===== src/design/midpoint_circle_rasterizer_core_macros.svh =====
// ----------------------------------------------------------------------------
// Midpoint circle rasterizer assertion macros
// Concurrent checks on clk_i, disabled while rst_ni is low.
// ----------------------------------------------------------------------------
`ifndef MIDPOINT_CIRCLE_RASTERIZER_CORE_MACROS_SVH
`define MIDPOINT_CIRCLE_RASTERIZER_CORE_MACROS_SVH

// Same-cycle implication
`define MCR_ASSERT(lbl, ante, cons, msg) \
  lbl: assert property (@(posedge clk_i) disable iff (!rst_ni) (ante) |-> (cons)) \
    else $error(msg);

// Next-cycle implication
`define MCR_ASSERT_NEXT(lbl, ante, cons, msg) \
  lbl: assert property (@(posedge clk_i) disable iff (!rst_ni) (ante) |=> (cons)) \
    else $error(msg);

`endif


===== src/design/mcr_pkg.sv =====
`timescale 1ns / 1ps
// ----------------------------------------------------------------------------
// mcr_pkg
// Shared constants and types of the midpoint circle rasterizer.
// ----------------------------------------------------------------------------
package mcr_pkg;

  // Default coordinate width
  localparam int COORD_BITS_DEF = 12;

  // Fixed field widths
  localparam int PIX_W    = 14;
  localparam int ADDR_W   = 32;
  localparam int COLOR_W  = 32;
  localparam int STRIDE_W = 16;
  localparam int BPP_W    = 3;
  localparam int FRAME_W  = 13;
  localparam int OUT_DW   = 96;

  // Configuration port
  localparam int CFG_IDX_W  = 3;
  localparam int CFG_DATA_W = 32;

  localparam logic [CFG_IDX_W-1:0] CFG_BASE   = 3'd0;
  localparam logic [CFG_IDX_W-1:0] CFG_STRIDE = 3'd1;
  localparam logic [CFG_IDX_W-1:0] CFG_BPP    = 3'd2;
  localparam logic [CFG_IDX_W-1:0] CFG_WIDTH  = 3'd3;
  localparam logic [CFG_IDX_W-1:0] CFG_HEIGHT = 3'd4;

  // Register reset values
  localparam logic [ADDR_W-1:0]   RST_BASE   = 32'd0;
  localparam logic [STRIDE_W-1:0] RST_STRIDE = 16'd3200;
  localparam logic [BPP_W-1:0]    RST_BPP    = 3'd4;
  localparam logic [FRAME_W-1:0]  RST_WIDTH  = 13'd800;
  localparam logic [FRAME_W-1:0]  RST_HEIGHT = 13'd800;

  // Operation codes
  localparam logic OP_START = 1'b0;
  localparam logic OP_STEP  = 1'b1;

  // Decision term constants
  localparam int DEC_INIT     = 3;
  localparam int DEC_INC_KEEP = 6;
  localparam int DEC_INC_MOVE = 10;

  // Pixels per step
  localparam int PIX_PER_STEP = 8;

  // Step queue depth
  localparam int QDEPTH = 2;

  typedef struct packed {
    logic [ADDR_W-1:0]   base;
    logic [STRIDE_W-1:0] stride;
    logic [BPP_W-1:0]    bpp;
    logic [FRAME_W-1:0]  width;
    logic [FRAME_W-1:0]  height;
  } frame_cfg_t;

  typedef struct packed {
    logic full;
    logic empty;
  } q_status_t;

  typedef struct packed {
    logic active;
  } front_status_t;

endpackage


===== src/design/mcr_fifo.sv =====
`timescale 1ns / 1ps
// ----------------------------------------------------------------------------
// mcr_fifo
// Short step queue between the circle front end and the pixel back end.
// ----------------------------------------------------------------------------
module mcr_fifo #(
  parameter int WIDTH = 81
) (
  input  logic                  clk_i,
  input  logic                  rst_ni,
  input  logic                  push_i,
  input  logic [WIDTH-1:0]      data_i,
  input  logic                  pop_i,
  output logic [WIDTH-1:0]      data_o,
  output mcr_pkg::q_status_t    status_o
);

  localparam int PTR_W = (mcr_pkg::QDEPTH > 1) ? $clog2(mcr_pkg::QDEPTH) : 1;
  localparam int CNT_W = $clog2(mcr_pkg::QDEPTH + 1);
  localparam logic [CNT_W-1:0] DEPTH_C = CNT_W'(mcr_pkg::QDEPTH);
  localparam logic [PTR_W-1:0] LAST_PTR = PTR_W'(mcr_pkg::QDEPTH - 1);

  logic [WIDTH-1:0] mem_q [mcr_pkg::QDEPTH];
  logic [PTR_W-1:0] wr_ptr_q, wr_ptr_d;
  logic [PTR_W-1:0] rd_ptr_q, rd_ptr_d;
  logic [CNT_W-1:0] cnt_q, cnt_d;

  // Advance pointers and occupancy
  always_comb begin
    wr_ptr_d = wr_ptr_q;
    rd_ptr_d = rd_ptr_q;
    cnt_d    = cnt_q;
    if (push_i) begin
      wr_ptr_d = (wr_ptr_q == LAST_PTR) ? '0 : wr_ptr_q + 1'b1;
    end
    if (pop_i) begin
      rd_ptr_d = (rd_ptr_q == LAST_PTR) ? '0 : rd_ptr_q + 1'b1;
    end
    if (push_i && !pop_i) begin
      cnt_d = cnt_q + 1'b1;
    end else if (pop_i && !push_i) begin
      cnt_d = cnt_q - 1'b1;
    end
  end

  always_ff @(posedge clk_i or negedge rst_ni) begin
    if (!rst_ni) begin
      wr_ptr_q <= '0;
      rd_ptr_q <= '0;
      cnt_q    <= '0;
    end else begin
      wr_ptr_q <= wr_ptr_d;
      rd_ptr_q <= rd_ptr_d;
      cnt_q    <= cnt_d;
    end
  end

  // Store entries
  always_ff @(posedge clk_i) begin
    if (push_i) begin
      mem_q[wr_ptr_q] <= data_i;
    end
  end

  assign data_o         = mem_q[rd_ptr_q];
  assign status_o.full  = (cnt_q == DEPTH_C);
  assign status_o.empty = (cnt_q == '0);

endmodule


===== src/design/mcr_front.sv =====
`timescale 1ns / 1ps
// ----------------------------------------------------------------------------
// mcr_front
// Accepts start and step transactions, runs the midpoint decision term and
// queues one job of offsets per step.
// ----------------------------------------------------------------------------
module mcr_front #(
  parameter int COORD_BITS = mcr_pkg::COORD_BITS_DEF
) (
  input  logic                         clk_i,
  input  logic                         rst_ni,
  input  logic                         in_valid_i,
  output logic                         in_ready_o,
  input  logic                         op_i,
  input  logic [COORD_BITS-1:0]        cx_i,
  input  logic [COORD_BITS-1:0]        cy_i,
  input  logic [COORD_BITS-2:0]        radius_i,
  input  logic [mcr_pkg::COLOR_W-1:0]  color_i,
  input  logic                         q_full_i,
  output logic                         push_o,
  output logic [4*COORD_BITS+mcr_pkg::COLOR_W:0] entry_o,
  output mcr_pkg::front_status_t       status_o
);

  localparam int C  = COORD_BITS;
  localparam int DW = COORD_BITS + 4;
  localparam logic signed [DW-1:0] INIT_C = DW'(mcr_pkg::DEC_INIT);
  localparam logic signed [DW-1:0] KEEP_C = DW'(mcr_pkg::DEC_INC_KEEP);
  localparam logic signed [DW-1:0] MOVE_C = DW'(mcr_pkg::DEC_INC_MOVE);

  logic [C-1:0]                 off_x_q, off_x_d;
  logic [C-1:0]                 off_y_q, off_y_d;
  logic signed [DW-1:0]         dec_q, dec_d;
  logic [C-1:0]                 cx_q, cx_d;
  logic [C-1:0]                 cy_q, cy_d;
  logic [mcr_pkg::COLOR_W-1:0]  color_q, color_d;
  logic                         active_q, active_d;

  logic                 accept;
  logic signed [DW-1:0] a_ext, b_ext, r_ext;
  logic signed [DW-1:0] dec_step, x_next, y_next;
  logic                 done_step;

  assign in_ready_o = !q_full_i;
  assign accept     = in_valid_i && !q_full_i;

  assign a_ext = {{(DW-C){1'b0}}, off_x_q};
  assign b_ext = {{(DW-C){1'b0}}, off_y_q};
  assign r_ext = {{(DW-C+1){1'b0}}, radius_i};

  // Advance the decision term and offsets by one step
  always_comb begin
    x_next = a_ext + DW'(1);
    if (dec_q[DW-1] || dec_q == '0) begin
      dec_step = dec_q + (a_ext <<< 2) + KEEP_C;
      y_next   = b_ext;
    end else begin
      dec_step = dec_q + ((a_ext - b_ext) <<< 2) + MOVE_C;
      y_next   = b_ext - DW'(1);
    end
    done_step = (y_next < x_next);
  end

  // Update circle state on each accepted transaction
  always_comb begin
    off_x_d  = off_x_q;
    off_y_d  = off_y_q;
    dec_d    = dec_q;
    cx_d     = cx_q;
    cy_d     = cy_q;
    color_d  = color_q;
    active_d = active_q;
    if (accept) begin
      if (op_i == mcr_pkg::OP_START) begin
        off_x_d  = '0;
        off_y_d  = C'(radius_i);
        dec_d    = INIT_C - (r_ext <<< 1);
        cx_d     = cx_i;
        cy_d     = cy_i;
        color_d  = color_i;
        active_d = 1'b1;
      end else if (active_q) begin
        off_x_d  = x_next[C-1:0];
        off_y_d  = y_next[C-1:0];
        dec_d    = dec_step;
        active_d = !done_step;
      end
    end
  end

  always_ff @(posedge clk_i or negedge rst_ni) begin
    if (!rst_ni) begin
      off_x_q  <= '0;
      off_y_q  <= '0;
      dec_q    <= '0;
      cx_q     <= '0;
      cy_q     <= '0;
      color_q  <= '0;
      active_q <= 1'b0;
    end else begin
      off_x_q  <= off_x_d;
      off_y_q  <= off_y_d;
      dec_q    <= dec_d;
      cx_q     <= cx_d;
      cy_q     <= cy_d;
      color_q  <= color_d;
      active_q <= active_d;
    end
  end

  // Queue the pre-update offsets of each step
  assign push_o   = accept && (op_i == mcr_pkg::OP_STEP) && active_q;
  assign entry_o  = {done_step, color_q, off_y_q, off_x_q, cy_q, cx_q};
  assign status_o.active = active_q;

endmodule


===== src/design/mcr_back.sv =====
`timescale 1ns / 1ps
// ----------------------------------------------------------------------------
// mcr_back
// Expands each queued step into eight symmetric pixels, one per cycle unless
// stalled, and computes framebuffer addresses in a three-stage pipeline.
// ----------------------------------------------------------------------------
module mcr_back #(
  parameter int COORD_BITS = mcr_pkg::COORD_BITS_DEF
) (
  input  logic                                  clk_i,
  input  logic                                  rst_ni,
  input  logic [4*COORD_BITS+mcr_pkg::COLOR_W:0] entry_i,
  input  logic                                  q_empty_i,
  output logic                                  pop_o,
  input  mcr_pkg::frame_cfg_t                   cfg_i,
  output logic                                  out_valid_o,
  input  logic                                  out_ready_i,
  output logic [mcr_pkg::PIX_W-1:0]             pixel_x_o,
  output logic [mcr_pkg::PIX_W-1:0]             pixel_y_o,
  output logic [mcr_pkg::ADDR_W-1:0]            pixel_address_o,
  output logic [mcr_pkg::COLOR_W-1:0]           pixel_color_o,
  output logic                                  outside_o,
  output logic                                  step_last_o,
  output logic                                  circle_done_o
);

  localparam int C     = COORD_BITS;
  localparam int EW    = 4*COORD_BITS + mcr_pkg::COLOR_W + 1;
  localparam int EXW   = COORD_BITS + 2;
  localparam int CMPW  = (EXW > mcr_pkg::FRAME_W) ? EXW : mcr_pkg::FRAME_W;
  localparam int PYW   = EXW + mcr_pkg::STRIDE_W;
  localparam int PXW   = EXW + mcr_pkg::BPP_W;
  localparam int IDX_W = $clog2(mcr_pkg::PIX_PER_STEP);
  localparam logic [IDX_W-1:0] IDX_LAST = IDX_W'(mcr_pkg::PIX_PER_STEP - 1);
  localparam int AW    = mcr_pkg::ADDR_W;
  localparam int CLW   = mcr_pkg::COLOR_W;

  logic adv;

  // Sequencer stage
  logic             seq_vld_q, seq_vld_d;
  logic [EW-1:0]    seq_ent_q, seq_ent_d;
  logic [IDX_W-1:0] idx_q, idx_d;
  logic             seq_free;

  logic [C-1:0]         e_cx, e_cy, e_a, e_b;
  logic [CLW-1:0]       e_color;
  logic                 e_done;
  logic [C-1:0]         u_off, v_off;
  logic signed [EXW-1:0] cx_ext, cy_ext, u_ext, v_ext, px_c, py_c;

  // Stage 1: coordinates
  logic                  s1_vld_q;
  logic signed [EXW-1:0] s1_px_q, s1_py_q;
  logic                  s1_last_q, s1_done_q;
  logic [CLW-1:0]        s1_color_q;

  // Stage 2: bounds and products
  logic                  s2_vld_q;
  logic [mcr_pkg::PIX_W-1:0] s2_px_q, s2_py_q;
  logic                  s2_out_q;
  logic [AW-1:0]         s2_prod_y_q, s2_prod_x_q;
  logic                  s2_last_q, s2_done_q;
  logic [CLW-1:0]        s2_color_q;

  logic                  outside_c;
  logic [PYW-1:0]        prod_y_c;
  logic [PXW-1:0]        prod_x_c;

  // Output register
  logic                      out_vld_q;
  logic [mcr_pkg::PIX_W-1:0] out_px_q, out_py_q;
  logic [AW-1:0]             out_addr_q;
  logic [CLW-1:0]            out_color_q;
  logic                      out_out_q, out_last_q, out_done_q;

  // Move the whole pipeline when the output register frees up
  assign adv = !out_vld_q || out_ready_i;

  assign seq_free = !seq_vld_q || (idx_q == IDX_LAST);
  assign pop_o    = adv && seq_free && !q_empty_i;

  // Load a new step or walk through the octants
  always_comb begin
    seq_vld_d = seq_vld_q;
    seq_ent_d = seq_ent_q;
    idx_d     = idx_q;
    if (adv) begin
      if (seq_free) begin
        seq_vld_d = !q_empty_i;
        seq_ent_d = entry_i;
        idx_d     = '0;
      end else begin
        idx_d = idx_q + 1'b1;
      end
    end
  end

  always_ff @(posedge clk_i or negedge rst_ni) begin
    if (!rst_ni) begin
      seq_vld_q <= 1'b0;
      idx_q     <= '0;
      s1_vld_q  <= 1'b0;
      s2_vld_q  <= 1'b0;
      out_vld_q <= 1'b0;
    end else begin
      seq_vld_q <= seq_vld_d;
      idx_q     <= idx_d;
      if (adv) begin
        s1_vld_q  <= seq_vld_q;
        s2_vld_q  <= s1_vld_q;
        out_vld_q <= s2_vld_q;
      end
    end
  end

  always_ff @(posedge clk_i) begin
    seq_ent_q <= seq_ent_d;
  end

  // Unpack the job and pick this pixel's octant
  assign {e_done, e_color, e_b, e_a, e_cy, e_cx} = seq_ent_q;

  assign u_off  = idx_q[2] ? e_b : e_a;
  assign v_off  = idx_q[2] ? e_a : e_b;
  assign cx_ext = {2'b00, e_cx};
  assign cy_ext = {2'b00, e_cy};
  assign u_ext  = {2'b00, u_off};
  assign v_ext  = {2'b00, v_off};
  assign px_c   = idx_q[0] ? (cx_ext - u_ext) : (cx_ext + u_ext);
  assign py_c   = idx_q[1] ? (cy_ext - v_ext) : (cy_ext + v_ext);

  // Bounds test and address products
  assign outside_c = s1_px_q[EXW-1] || s1_py_q[EXW-1]
                  || (CMPW'($unsigned(s1_px_q)) >= CMPW'(cfg_i.width))
                  || (CMPW'($unsigned(s1_py_q)) >= CMPW'(cfg_i.height));
  assign prod_y_c  = PYW'($unsigned(s1_py_q)) * PYW'(cfg_i.stride);
  assign prod_x_c  = PXW'($unsigned(s1_px_q)) * PXW'(cfg_i.bpp);

  // Data path registers
  always_ff @(posedge clk_i) begin
    if (adv) begin
      s1_px_q     <= px_c;
      s1_py_q     <= py_c;
      s1_last_q   <= (idx_q == IDX_LAST);
      s1_done_q   <= (idx_q == IDX_LAST) && e_done;
      s1_color_q  <= e_color;

      s2_px_q     <= mcr_pkg::PIX_W'(s1_px_q);
      s2_py_q     <= mcr_pkg::PIX_W'(s1_py_q);
      s2_out_q    <= outside_c;
      s2_prod_y_q <= AW'(prod_y_c);
      s2_prod_x_q <= AW'(prod_x_c);
      s2_last_q   <= s1_last_q;
      s2_done_q   <= s1_done_q;
      s2_color_q  <= s1_color_q;

      out_px_q    <= s2_px_q;
      out_py_q    <= s2_py_q;
      out_addr_q  <= s2_out_q ? '0 : (cfg_i.base + s2_prod_y_q + s2_prod_x_q);
      out_color_q <= s2_color_q;
      out_out_q   <= s2_out_q;
      out_last_q  <= s2_last_q;
      out_done_q  <= s2_done_q;
    end
  end

  assign out_valid_o     = out_vld_q;
  assign pixel_x_o       = out_px_q;
  assign pixel_y_o       = out_py_q;
  assign pixel_address_o = out_addr_q;
  assign pixel_color_o   = out_color_q;
  assign outside_o       = out_out_q;
  assign step_last_o     = out_last_q;
  assign circle_done_o   = out_done_q;

endmodule


===== src/design/midpoint_circle_rasterizer_core.sv =====
`timescale 1ns / 1ps
// ----------------------------------------------------------------------------
// midpoint_circle_rasterizer_core
// Midpoint circle rasterizer emitting eight symmetric pixels per step with
// framebuffer byte addresses.
//
//   Channel   Direction  Handshake                  Payload
//   s_axis    in         s_axis_tvalid/tready       tdata: center_x, center_y,
//                                                   radius, color; tuser: operation
//   m_axis    out        m_axis_tvalid/tready       tdata: pixel_x, pixel_y,
//                                                   pixel_address, pixel_color;
//                                                   tlast: step_last;
//                                                   tuser: outside, circle_done
//   cfg       in         cfg_we_i                   cfg_idx_i, cfg_data_i
//
// A start transaction yields no pixels. A step yields eight pixels, one per cycle
// while m_axis is not stalled; the next step is taken as the last pixel issues.
// A step passes the step queue, sequencer, stage 1, stage 2 and output register.
// A two-entry step queue lets the input side run ahead while pixels stall.
// Reset clears control state and loads the register defaults; no clearing pass.
// ----------------------------------------------------------------------------
`include "midpoint_circle_rasterizer_core_macros.svh"

module midpoint_circle_rasterizer_core #(
  parameter int COORD_BITS = mcr_pkg::COORD_BITS_DEF
) (
  input  logic                             clk_i,
  input  logic                             rst_ni,
  // center_x, center_y, radius, color, zero pad
  input  logic                             s_axis_tvalid,
  output logic                             s_axis_tready,
  input  logic [((3*COORD_BITS+31+7)/8)*8-1:0] s_axis_tdata,
  // operation
  input  logic [0:0]                       s_axis_tuser,
  // pixel_x, pixel_y, pixel_address, pixel_color, zero pad
  output logic                             m_axis_tvalid,
  input  logic                             m_axis_tready,
  output logic [mcr_pkg::OUT_DW-1:0]       m_axis_tdata,
  output logic                             m_axis_tlast,
  // outside, circle_done
  output logic [1:0]                       m_axis_tuser,
  input  logic                             cfg_we_i,
  input  logic [mcr_pkg::CFG_IDX_W-1:0]    cfg_idx_i,
  input  logic [mcr_pkg::CFG_DATA_W-1:0]   cfg_data_i
);

  localparam int C     = COORD_BITS;
  localparam int EW    = 4*COORD_BITS + mcr_pkg::COLOR_W + 1;
  localparam int PADW  = mcr_pkg::OUT_DW - 2*mcr_pkg::PIX_W - mcr_pkg::ADDR_W
                         - mcr_pkg::COLOR_W;

  mcr_pkg::frame_cfg_t   cfg_q, cfg_d;
  mcr_pkg::q_status_t    q_stat;
  mcr_pkg::front_status_t front_stat;

  logic          q_push, q_pop;
  logic [EW-1:0] q_wdata, q_rdata;

  logic [mcr_pkg::PIX_W-1:0]   pix_x, pix_y;
  logic [mcr_pkg::ADDR_W-1:0]  pix_addr;
  logic [mcr_pkg::COLOR_W-1:0] pix_color;
  logic                        pix_out, pix_done;
  logic                        start_acc;

  // Write configuration registers
  always_comb begin
    cfg_d = cfg_q;
    if (cfg_we_i) begin
      unique case (cfg_idx_i)
        mcr_pkg::CFG_BASE:   cfg_d.base   = cfg_data_i[mcr_pkg::ADDR_W-1:0];
        mcr_pkg::CFG_STRIDE: cfg_d.stride = cfg_data_i[mcr_pkg::STRIDE_W-1:0];
        mcr_pkg::CFG_BPP:    cfg_d.bpp    = cfg_data_i[mcr_pkg::BPP_W-1:0];
        mcr_pkg::CFG_WIDTH:  cfg_d.width  = cfg_data_i[mcr_pkg::FRAME_W-1:0];
        mcr_pkg::CFG_HEIGHT: cfg_d.height = cfg_data_i[mcr_pkg::FRAME_W-1:0];
        default: cfg_d = cfg_q;
      endcase
    end
  end

  always_ff @(posedge clk_i or negedge rst_ni) begin
    if (!rst_ni) begin
      cfg_q.base   <= mcr_pkg::RST_BASE;
      cfg_q.stride <= mcr_pkg::RST_STRIDE;
      cfg_q.bpp    <= mcr_pkg::RST_BPP;
      cfg_q.width  <= mcr_pkg::RST_WIDTH;
      cfg_q.height <= mcr_pkg::RST_HEIGHT;
    end else begin
      cfg_q <= cfg_d;
    end
  end

  mcr_front #(
    .COORD_BITS (COORD_BITS)
  ) u_front (
    .clk_i      (clk_i),
    .rst_ni     (rst_ni),
    .in_valid_i (s_axis_tvalid),
    .in_ready_o (s_axis_tready),
    .op_i       (s_axis_tuser[0]),
    .cx_i       (s_axis_tdata[C-1:0]),
    .cy_i       (s_axis_tdata[2*C-1:C]),
    .radius_i   (s_axis_tdata[3*C-2:2*C]),
    .color_i    (s_axis_tdata[3*C+mcr_pkg::COLOR_W-2:3*C-1]),
    .q_full_i   (q_stat.full),
    .push_o     (q_push),
    .entry_o    (q_wdata),
    .status_o   (front_stat)
  );

  mcr_fifo #(
    .WIDTH (EW)
  ) u_fifo (
    .clk_i    (clk_i),
    .rst_ni   (rst_ni),
    .push_i   (q_push),
    .data_i   (q_wdata),
    .pop_i    (q_pop),
    .data_o   (q_rdata),
    .status_o (q_stat)
  );

  mcr_back #(
    .COORD_BITS (COORD_BITS)
  ) u_back (
    .clk_i           (clk_i),
    .rst_ni          (rst_ni),
    .entry_i         (q_rdata),
    .q_empty_i       (q_stat.empty),
    .pop_o           (q_pop),
    .cfg_i           (cfg_q),
    .out_valid_o     (m_axis_tvalid),
    .out_ready_i     (m_axis_tready),
    .pixel_x_o       (pix_x),
    .pixel_y_o       (pix_y),
    .pixel_address_o (pix_addr),
    .pixel_color_o   (pix_color),
    .outside_o       (pix_out),
    .step_last_o     (m_axis_tlast),
    .circle_done_o   (pix_done)
  );

  // Pack the pixel transaction
  assign m_axis_tdata = {{PADW{1'b0}}, pix_color, pix_addr, pix_y, pix_x};
  assign m_axis_tuser = {pix_done, pix_out};

  // Flag an accepted start transaction
  assign start_acc = s_axis_tvalid && s_axis_tready && (s_axis_tuser[0] == mcr_pkg::OP_START);

  // Checks
  `MCR_ASSERT(a_push_room, q_push, !q_stat.full, "step queued while queue full")
  `MCR_ASSERT(a_pop_data, q_pop, !q_stat.empty, "step popped from empty queue")
  `MCR_ASSERT_NEXT(a_start_arms, start_acc, front_stat.active, "start did not arm circle")
  `MCR_ASSERT(a_done_last, m_axis_tvalid && m_axis_tuser[1], m_axis_tlast, "done without tlast")

endmodule

===== config.mk =====
export PLATFORM = sky130hd
export DESIGN_NAME = midpoint_circle_rasterizer_core
export DESIGN_NICKNAME = d
export VERILOG_FILES = /design/src/design/mcr_pkg.sv /design/src/design/mcr_fifo.sv /design/src/design/mcr_front.sv /design/src/design/mcr_back.sv /design/src/design/midpoint_circle_rasterizer_core.sv
export VERILOG_INCLUDE_DIRS = /design/src /design/src/design
export SDC_FILE = /design/constraint.sdc
export NUM_CORES = 2
export LEC_CHECK = 0
export ABC_CLOCK_PERIOD_IN_PS = 9200
export BUFFER_PORTS_ARGS = -buffer_cell sky130_fd_sc_hd__buf_2
export CAP_MARGIN = 20
export CORE_ASPECT_RATIO = 1.25
export CORE_UTILIZATION = 30
export DETAILED_ROUTE_END_ITERATION = 6
export PLACE_DENSITY = 0.5
export SYNTH_ARGS = -nofsm -noshare
export SYNTH_HDL_FRONTEND = slang
export SYNTH_SLANG_ARGS = --single-unit

===== constraint.sdc =====
create_clock -name clk_i -period 9.2 [get_ports clk_i]
set_input_delay 1.84 -clock clk_i [delete_from_list [all_inputs] [get_ports clk_i]]
set_output_delay 1.84 -clock clk_i [all_outputs]
set_load 0.02 [all_outputs]

==> impl_metrics.tcl <==
set metrics [dict create \
    antenna_found_initial 11 \
    rsz0062_at_grt "no" \
    viasPerCell 4.62 \
    critPathTopFamily "adder cells" \
    yosys_warnings 0 \
    cts_tree "built" \
    clk_pin_slew_ns 0.08 \
    clk_root_buffer_cell "clkbuf_16" \
    slowest_delay_ns 0.91 \
    status "finished clean" \
    ys_types 76 \
    cts_max_level 3 \
    postCtsSetupRepairBufs 0 \
    clk_latency_ns 0.69 \
    synth_edf_count 510 \
    drv_slew 0 \
    ys_async_sr_fraction_pct 26.6 \
    cap_viol_max_count 0 \
    vias 24100 \
    gp_congestion 0.824 \
    drcViolationCount 0 \
    finalSetupTns_ns 0 \
    cp_max_fo 18 \
    fmax_mhz 149 \
    area_delta_synth_final_pct 14.3 \
    cp_slowest_cell "edfxtp_1" \
    layout-drive-gt1-share_pct 16.7 \
    setup_viol 0 \
    cts_resized 0 \
    rows 148 \
    grt_pass1_vias 25200 \
    layout_commonest_cell "edfxtp_1" \
    synthCells 3209 \
    dr.pass1.iters 5 \
    ys_seq_area_share_pct 50.2 \
    cts_hold_buf 0 \
    syn_avg_cell_area_um2 12.4 \
    ys_ff_latch 695 \
    grtUsageTotal_pct 14.1 \
    hold_class "reg -> reg" \
    synthFlopType "edfxtp_1" \
    die_w_um 328 \
    portBuffers 204 \
    drt_iter0_drc 1077 \
    initial_utilization_pct 30.4 \
    hpwlAfterDp_mm 66.2 \
    drt_wl_total_mm 92.5 \
    cts.sinks 695 \
    path_common_cell "fa_1" \
    globalRouteOverflowTotal 0 \
    slew_headroom_pct 30.3 \
    period_needed_ns 6.71 \
    worst_setup_path_end_kind "flip-flop" \
    final_cell_mix "510 x edfxtp_1, 359 x inv_1, 307 x ha_1" \
    grt_max_degree 140 \
    drt-wirelength-per-cell_um 17.7 \
    worstPathArrival_ns 7.11 \
    clock_skew_ns 0.0391 \
    worstSetupPathType "reg -> reg" \
    crit_chain "nand2_1 > fa_1 > fa_1 > fa_1 > inv_1 > fa_1 > fa_1 > inv_1 > fa_1 > inv_1 > ha_1 > a21oi_1 > o21ai_0 > a221oi_1 > o21ai_1 > a221oi_1 > a211o_1 > o21bai_1 > a21oi_1 > xnor2_1" \
    core_mm2 0.131 \
    required_ns 9.61 \
    nNetsFinal 4052 \
    synth.cell_area_mm2 0.0397 \
    layout_worst_path_cycle_share_pct 72.9 \
    path_buf_inv 3 \
    cts_buffer_depth 3 \
    tightest_slew_ns 1.05 \
    hold_violations 0 \
    grt_pass1_wl_mm 146 \
    startpoint_type "flip-flop" \
    fp.dieH_um 409 \
    postRouteAntennaNets 0 \
    die_area_mm2 0.134 \
    cts_buffers 79 \
    io_pins 214 \
]
[kinds of logic after synthesis]
kind of cell | synth area share (%)
fa+ha+maj | 19.9
simple gates | 8.44
mux | 6.64
flops | 50.2
compound gates | 7.36
xor+xnor | 3.11
other cells | 0.00944
buf+inv | 4.34
[synthesized netlist by cell type (17+ instances only)]
cell type	count	area, µm²
xor2_1	41	359
o21bai_1	17	128
mux2_2	206	2320
inv_1	360	1350
mux2i_1	32	320
a211oi_1	17	128
a21o_1	55	413
fa_1	203	4060
o21ai_0	124	621
nor3_1	42	210
edfxtp_1	510	15300
nand3_1	31	155
ha_1	307	3840
a21oi_1	131	656
nor2_1	129	484
xnor2_1	100	876
and2_1	117	732
nor2b_1	25	156
nand2b_1	21	131
clkbuf_1	81	304
dfrtp_1	175	4380
nand2_1	281	1050
[metrics by stage]
step / hold WS [ns] / instances / utilization [%] / cell area, µm² / setup WS, ns
2_1_floorplan: 0.400 / 3212 / - / 39800 / 1.08
5_1_grt: 0.378 / 5220 / 34.8 / 45400 / 2.11
4_1_cts: 0.362 / 5220 / 34.8 / 45400 / 2.44
6_report: 0.378 / 5221 / 34.8 / 45400 / 2.49
3_5_place_dp: 0.405 / 5073 / 32.8 / 42800 / 2.49
3_3_place_gp: 0.401 / 5073 / 32.8 / 42800 / 2.51
[registers in the layout, summed over array words and instances (netlist names), 14 cells and up]
register	count
u_back.pixel_x_o	14
u_back.s1_px_q	14
u_front.dec_q	16
u_back.s2_prod_y_q	30
u_back.pixel_y_o	14
u_back.s2_py_q	14
u_back.s2_color_q	32
u_back.seq_ent_q	81
u_back.pixel_address_o	32
u_back.s2_px_q	14
u_back.pixel_color_o	32
cfg_q	77
u_back.s1_color_q	32
u_front.color_q	32
u_back.s1_py_q	14
u_fifo.mem_q	162
u_back.s2_prod_x_q	17
[worst register-to-register path, stage by stage (launching register included)]
cell,delay (ns)
edfxtp_1,0.91
nand2_1,0.18
fa_1,0.57
fa_1,0.46
fa_1,0.55
inv_1,0.05
fa_1,0.46
fa_1,0.54
inv_1,0.05
fa_1,0.53
inv_1,0.04
ha_1,0.37
a21oi_1,0.16
o21ai_0,0.14
a221oi_1,0.30
o21ai_1,0.19
a221oi_1,0.39
a211o_1,0.23
o21bai_1,0.07
a21oi_1,0.17
xnor2_1,0.09
[metal layers]
| metal | up-vias | share of wire [%] | wire length (µm) | track usage, % |
|---|---|---|---|---|
| met5 | - | 0.12 | 115 | 0 |
| met4 | 16 | 2.1 | 1910 | 3.82 |
| met3 | 130 | 3.8 | 3550 | 2.68 |
| met2 | 367 | 50 | 46300 | 24.9 |
| met1 | 12000 | 44 | 40600 | 17.4 |
| li1 | 11600 | - | - | - |
[final timing paths]
path                                           startpoint                                end  slack, ns  depth (start not counted)
max in group asynchronous                          rst_ni        u_fifo.rd_ptr_q$_DFFE_PN0P_       6.69                          2
min reg2reg                u_back.s2_color_q[4]$_DFFE_PN_  u_back.pixel_color_o[4]$_DFFE_PN_       0.38                          0
max                           u_back.s1_py_q[6]$_DFFE_PN_   u_back.s2_prod_y_q[29]$_DFFE_PN_       2.49                         20
min                        u_back.s2_color_q[4]$_DFFE_PN_  u_back.pixel_color_o[4]$_DFFE_PN_       0.38                          0
min in group asynchronous                          rst_ni              cfg_q[51]$_DFFE_PN0P_       1.15                          1
max reg2reg                   u_back.s1_py_q[6]$_DFFE_PN_   u_back.s2_prod_y_q[29]$_DFFE_PN_       2.49                         20
[final cells by class]
type                            count  area, µm²
Fill cell                       13100      85300
Sequential cell                   695      20000
Multi-Input combinational cell   2064      18100
Clock buffer                      109       2160
Tap cell                         1725       2160
Inverter                          362       1370
Timing Repair Buffer              227       1230
Clock inverter                     38        447
Antenna cell                        1       2.50
Power is left out: the tool's default activity adds up to more than one toggle a clock period on the data nets, which glitch-free logic cannot reach.
